$ cat src/hdl/huffman_tree_walk_decoder_defines.svh
// ----------------------------------------------------------------------------
// huffman_tree_walk_decoder_defines
// assertion macros used by the decoder datapath
// ----------------------------------------------------------------------------
`ifndef HUFFMAN_TREE_WALK_DECODER_DEFINES_SVH
`define HUFFMAN_TREE_WALK_DECODER_DEFINES_SVH

// consequent must hold in the same cycle as the antecedent
`define HTWD_ASSERT_HOLDS(label, ante, cons, msg) \
   label: assert property (@(posedge clock) disable iff (reset) (ante) |-> (cons)) \
      else $error(msg);

// consequent must hold in the cycle after the antecedent
`define HTWD_ASSERT_NEXT(label, ante, cons, msg) \
   label: assert property (@(posedge clock) disable iff (reset) (ante) |=> (cons)) \
      else $error(msg);

`endif

$ cat src/hdl/htwd_pkg.sv
// ----------------------------------------------------------------------------
// htwd_pkg
// types and constants shared by the tree walk decoder modules
// ----------------------------------------------------------------------------
`timescale 1ns / 1ps
`default_nettype none

package htwd_pkg;

   // request kinds carried on tuser
   localparam logic OP_LOAD   = 1'b0;
   localparam logic OP_DECODE = 1'b1;

   // register index of total_symbols (paddr bit 2)
   localparam logic REG_TOTAL_SYMBOLS = 1'b0;

   // index of the last bit of a data byte
   localparam logic [2:0] LAST_BIT = 3'd7;

   // one tree node as held in the node memory
   typedef struct packed {
      logic       leaf;
      logic [7:0] symbol;
      logic [8:0] left;
      logic [8:0] right;
   } node_type;

   typedef enum logic [1:0] {
      ST_IDLE,
      ST_WALK,
      ST_FLUSH
   } state_type;

   // controller to datapath
   typedef struct packed {
      logic load;   // write one node
      logic start;  // latch a data byte, begin walk
      logic step;   // move to the child picked by the current bit
      logic emit;   // current node is a leaf: emit it
      logic flush;  // push the held symbol as last of the run
   } cmd_type;

   // datapath to controller
   typedef struct packed {
      logic leaf;        // current node is a leaf
      logic hit_total;   // one more symbol reaches the total
      logic pend_valid;  // a symbol is held back
      logic out_free;    // output register can take a symbol
      logic skip;        // decode request is to be ignored
      logic last_bit;    // walking the last bit of the byte
   } status_type;

endpackage

`default_nettype wire

$ cat src/hdl/htwd_ctrl.sv
// ----------------------------------------------------------------------------
// htwd_ctrl
// controller: request handshake and sequencing of the bit walk
// ----------------------------------------------------------------------------
`timescale 1ns / 1ps
`default_nettype none

module htwd_ctrl (
   input  wire logic                  clock,
   input  wire logic                  reset,
   input  wire logic                  req_tvalid,
   output logic                       req_tready,
   input  wire logic                  op,
   input  wire htwd_pkg::status_type  st,
   output htwd_pkg::cmd_type          cmd
);

   htwd_pkg::state_type state_ff;
   htwd_pkg::state_type state_in;

   // state register
   always_ff @(posedge clock) begin
      if (reset) begin
         state_ff <= htwd_pkg::ST_IDLE;
      end else begin
         state_ff <= state_in;
      end
   end

   // next state and commands
   always_comb begin
      state_in   = state_ff;
      cmd        = '0;
      req_tready = 1'b0;
      unique case (state_ff)
         htwd_pkg::ST_IDLE: begin
            req_tready = 1'b1;
            if (req_tvalid) begin
               if (op == htwd_pkg::OP_LOAD) begin
                  cmd.load = 1'b1;
               end else if (!st.skip) begin
                  cmd.start = 1'b1;
                  state_in  = htwd_pkg::ST_WALK;
               end
            end
         end
         htwd_pkg::ST_WALK: begin
            if (st.leaf) begin
               // a held symbol must leave before a new one takes its place
               if (!st.pend_valid || st.out_free) begin
                  cmd.emit = 1'b1;
                  if (st.hit_total) begin
                     state_in = htwd_pkg::ST_FLUSH;
                  end else begin
                     cmd.step = 1'b1;
                     if (st.last_bit) begin
                        state_in = htwd_pkg::ST_FLUSH;
                     end
                  end
               end
            end else begin
               cmd.step = 1'b1;
               if (st.last_bit) begin
                  state_in = htwd_pkg::ST_FLUSH;
               end
            end
         end
         htwd_pkg::ST_FLUSH: begin
            if (!st.pend_valid) begin
               state_in = htwd_pkg::ST_IDLE;
            end else if (st.out_free) begin
               cmd.flush = 1'b1;
               state_in  = htwd_pkg::ST_IDLE;
            end
         end
         default: begin
            state_in = htwd_pkg::ST_IDLE;
         end
      endcase
   end

endmodule

`default_nettype wire

$ cat config.mk
export PLATFORM = sky130hd
export DESIGN_NAME = htwd_ctrl
export DESIGN_NICKNAME = d
export VERILOG_FILES = /design/src/hdl/huffman_tree_walk_decoder_defines.svh /design/src/hdl/htwd_pkg.sv /design/src/hdl/htwd_ctrl.sv
export SDC_FILE = /design/constraint.sdc
export NUM_CORES = 1
export LEC_CHECK = 0
export BUFFER_PORTS_ARGS = -buffer_cell sky130_fd_sc_hd__buf_2
export CORE_AREA = 2 2 39 41
export DETAILED_ROUTE_END_ITERATION = 10
export DIE_AREA = 0 0 41 43
export PLACE_DENSITY = 0.42
export SKIP_LAST_GASP = 1
export SYNTH_ARGS = -nofsm -noshare
export SYNTH_HDL_FRONTEND = slang
export SYNTH_SLANG_ARGS = --single-unit
export TNS_END_PERCENT = 100
$ cat constraint.sdc
create_clock -name clock -period 2.5 [get_ports clock]
set_input_delay 0.125 -clock clock [delete_from_list [all_inputs] [get_ports clock]]
set_output_delay 0.125 -clock clock [all_outputs]
set_load 0.1 [all_outputs]
Word level (Yosys, flattened, before mapping). Index checks and enable logic that the tools add are counted.

Register bits: 2. Latch bits: 0. Bits in writable memories: 0. Bits in read-only memories: 0. Logic and storage cells: 36. Memories: 0.

$add $sub $neg: 0. Multipliers: 0. Divide/modulo/power cells: 0. Order comparisons: 0. Equality and inequality tests: 7. Shifts and indexed selects: 0. Mux-type cells: 24. Bitwise gates (word level): 0. Reduce and logical (&&, ||, !) cells: 4.

Operator list (count): 2-bit two-way mux (13); 1-bit two-way mux (10); 2-bit != test (second input constant) (3); 3-bit != test (second input constant) (2); 2-bit case mux with 3 select lines (1); 5-bit AND reduction (1); 2-bit by 1-bit == test with 1-bit output (second input constant) (1); 2-bit == test (second input constant) (1); 2-bit logical NOT (1); 1-bit logical NOT (1); 1-bit logical OR (1).

Depth between registers and ports, before layout.
Word-level depth: 5. Mapped depth: 3.

Worst setup path after synthesis. Ideal clock, no wire load.

Kind: reg-to-output. Start point: register state_ff[0]. End point: output port cmd[4] (netlist name). Data arrival time: 2.251 ns. Data required time: 2.375 ns. Setup slack: 0.124 ns. Stages on the path, launching flop included: 4. Cells stage by stage: dfxtp_1 > nor2_4 > nand2_1 > nor2_1.

RTL lines: start: declaration (line htwd_ctrl.sv:18) `htwd_pkg::state_type state_ff;`; start signal: assignment (line htwd_ctrl.sv:24) `state_ff <= htwd_pkg::ST_IDLE;`; start signal: assignment (line htwd_ctrl.sv:26) `state_ff <= state_in;`; end: declaration (line htwd_ctrl.sv:15) `output htwd_pkg::cmd_type cmd`.

==> reports/metrics.csv <==
stage,metric,value,unit
status,status,"finished, final reports clean",
final_layout,ff_latch_area,40.04,um2
global_routing,grt_pass1_vias,189,
synth,syn-num-nets,31,
power_and_ir_drop,pwr_density_cell,505.6,nW/um2
clock_network,cts_sinks,2,
placed_design,dp.cells,52,
clock_network,cts_setup_buffers,0,
detailed_routing,drt-initial-drc-count,3,
sta,skew,0.002869,ns
worst_setup_path,worstPathArrival,1.38,ns
die,die_h,43,um
synth,synth.area.mux_share,0,%
clock_network,path_clk_slew,0.03,ns
sta,slew_violations,0,
synth,yosysMostFrequentCell,nand2_1,
sta,finalSetupViolCount,0,
sta,min_period_over_period,60.37,%
placed_design,port_buffers,15,
synth,ys_types,16,
final_layout,nFillCells,155,
synth,yosys_register_bits,2,
synth,synth_compound_area_share,26.80,%
final_layout,syn_to_final_growth,61.44,%
clock_network,cts_tree,done,
final_layout,largest_register,state_ff,
synth,synth_fa_ha_area_share,0,%
sta,timing.hold.ws,0.1553,ns
clock_network,cts_buffers,3,
detailed_routing,drc,0,
synth,syn_area_per_cell,9.116,um2
detailed_routing,dr.pass1.iters,2,
synth,synth_simple_gate_area_share,50.33,%
worst_setup_path,worstSetupStartpointType,flop,
detailed_routing,wire_per_inst,8.055,um
detailed_routing,wl,443,um
synth,synthCells,21,
die,core_area,1384,um2
global_routing,antenna_found_initial,0,
synth,synth_xor_area_share,0,%
die,io_pins,16,
final_layout,largest_register_ffs,2,
synth,yosysTopAreaCell,dfxtp_1,
power_and_ir_drop,p_leak,0.0001632,uW
final_layout,antenna_cells,0,
placed_design,place.gp.congestion,0.6555,
power_and_ir_drop,ir_worst_vdd,0.1318,mV
global_routing,globalRouteOverflowTotal,0,
final_layout,drive_above_1_share,69.23,%
sta,worstMarginPinSlew,0.4899,ns
sta,hold_viol_final,0,
global_routing,grt_max_degree,6,
clock_network,clk_latency,0.22,ns
synth,synth_common_cells,"3 x nand2_1, 2 x a21oi_1, 2 x dfxtp_1, 2 x nor2_1",
worst_setup_path,reg2reg_depth,3,
worst_setup_path,worstPathMaxFanout,4,
global_routing,grtUsageTotal,5.411,%
synth,async_flop_share,0,%
detailed_routing,num_vias,209,
synth,ys_warn_count,0,
sta,fmax,0.6625,GHz
global_routing,grt_pass1_wl,683,um
worst_setup_path,worstPathRequired,2.38,ns
hold_path,min_path_type,primary input to flop,
worst_setup_path,endpoint_kind,output port,
final_layout,final_cell_count_no_fill,55,
detailed_routing,via_per_inst,3.800,
die,placementRows,14,
hold_path,min_path_cells,2,
synth,netlist.area_leader.share,20.92,%
sta,finalSetupTns,0,ns
sta,slew-limit-headroom,67.57,%
sta,period_needed,1.509,ns
synth,synth-seq-area-share,20.92,%
synth,synth-edff-count,0,
synth,synthTopCellsByArea,"dfxtp_1 21%, o32ai_2 8.5%, nand4b_2 7.8%",
die,die-width,41,um
worst_setup_path,critPathKind,flop to output port,
final_layout,reg_top3,state_ff: 2 flops,
clock_network,clk_path_buf_depth,2,
final_layout,nets,51,
clock_network,cts-root-buf,clkbuf_4,
clock_network,h-tree-depth,1,
final_layout,multi_input_area,147.6,um2
synth,synth_top_family_by_area,simple AND/OR/NAND/NOR gates,
synth,synth_area,191.4,um2
sta,rsz0062_at_grt,false,
clock_network,postCtsHoldBufs,0,
die,initial_utilization,13.83,%
clock_network,cts_resized,0,
flow_run,drv_cap,0,
synth,synthFlopType,dfxtp_1,
die,die_area,1763,um2
detailed_routing,ant_nets,0,
-- cell type report --
| cell class | count | share of cell area [%] |
|---|---|---|
| Clock buffer | 3 | 7.287 |
| Sequential cell | 2 | 12.96 |
| Timing Repair Buffer | 15 | 24.29 |
| Inverter | 1 | 1.215 |
| Tap cell | 16 | 6.478 |
| Multi-Input combinational cell | 18 | 47.77 |
-- stage by stage --
step | total power, uW | util, % | instance area [um2] | setup WS (ns)
CTS | 159.7 | 22.33 | 309.0 | 0.9643
floorplan | 74.24 | - | 191.4 | 0.1236
finish | 156.3 | 22.33 | 309.0 | 0.9907
global route | 166.8 | 22.33 | 309.0 | 0.9123
global placement | 88.70 | 20.71 | 286.5 | 1.223
detailed placement | 88.53 | 20.71 | 286.5 | 1.202
-- worst max-delay path: stages, from the launching register on --
cell and delay (ns):
dfxtp_1 0.33, and2b_4 0.27, nand2_1 0.05, nor2_1 0.08, buf_2 0.43
-- cells in the final DEF, fill, tap and decap left out, types with 2 or more instances in the layout --
| cell | synthesis | layout |
|---|---|---|
| nand2_1 | 3 | 3 |
| nor2_1 | 2 | 2 |
| a21oi_1 | 2 | 2 |
| clkbuf_4 | 0 | 3 |
| dfxtp_1 | 2 | 2 |
| buf_2 | 0 | 15 |
-- metal layers --
layer  up-vias  GRT usage, %  share of wire (%)
met4         0         2.000                  0
met5         -             0                  0
met1        83         8.307                 49
met3         0         1.571                 12
li1        111             -                  -
met2        15         6.875                 38
-- report_power, final --
part / switching, uW / internal, uW / total [uW]
Sequential: 1.35 / 33.2 / 34.5
Combinational: 37.6 / 15.6 / 53.2
Clock: 15.8 / 52.8 / 68.6
-- path summary, 6_finish.rpt --
kind	to	from	slack (ns)
setup / recovery	cmd[1]	state_ff[1]	0.99
hold / removal	state_ff[1]	reset	0.16
setup reg to reg	state_ff[1]	state_ff[1]	1.63
hold reg to reg	state_ff[1]	state_ff[1]	0.54
-- kinds of logic after synthesis --
family,after synthesis
flops,2
simple gates,12
buf+inv,1
compound gates,6
Note: power is estimated with default switching activity, not from simulation.
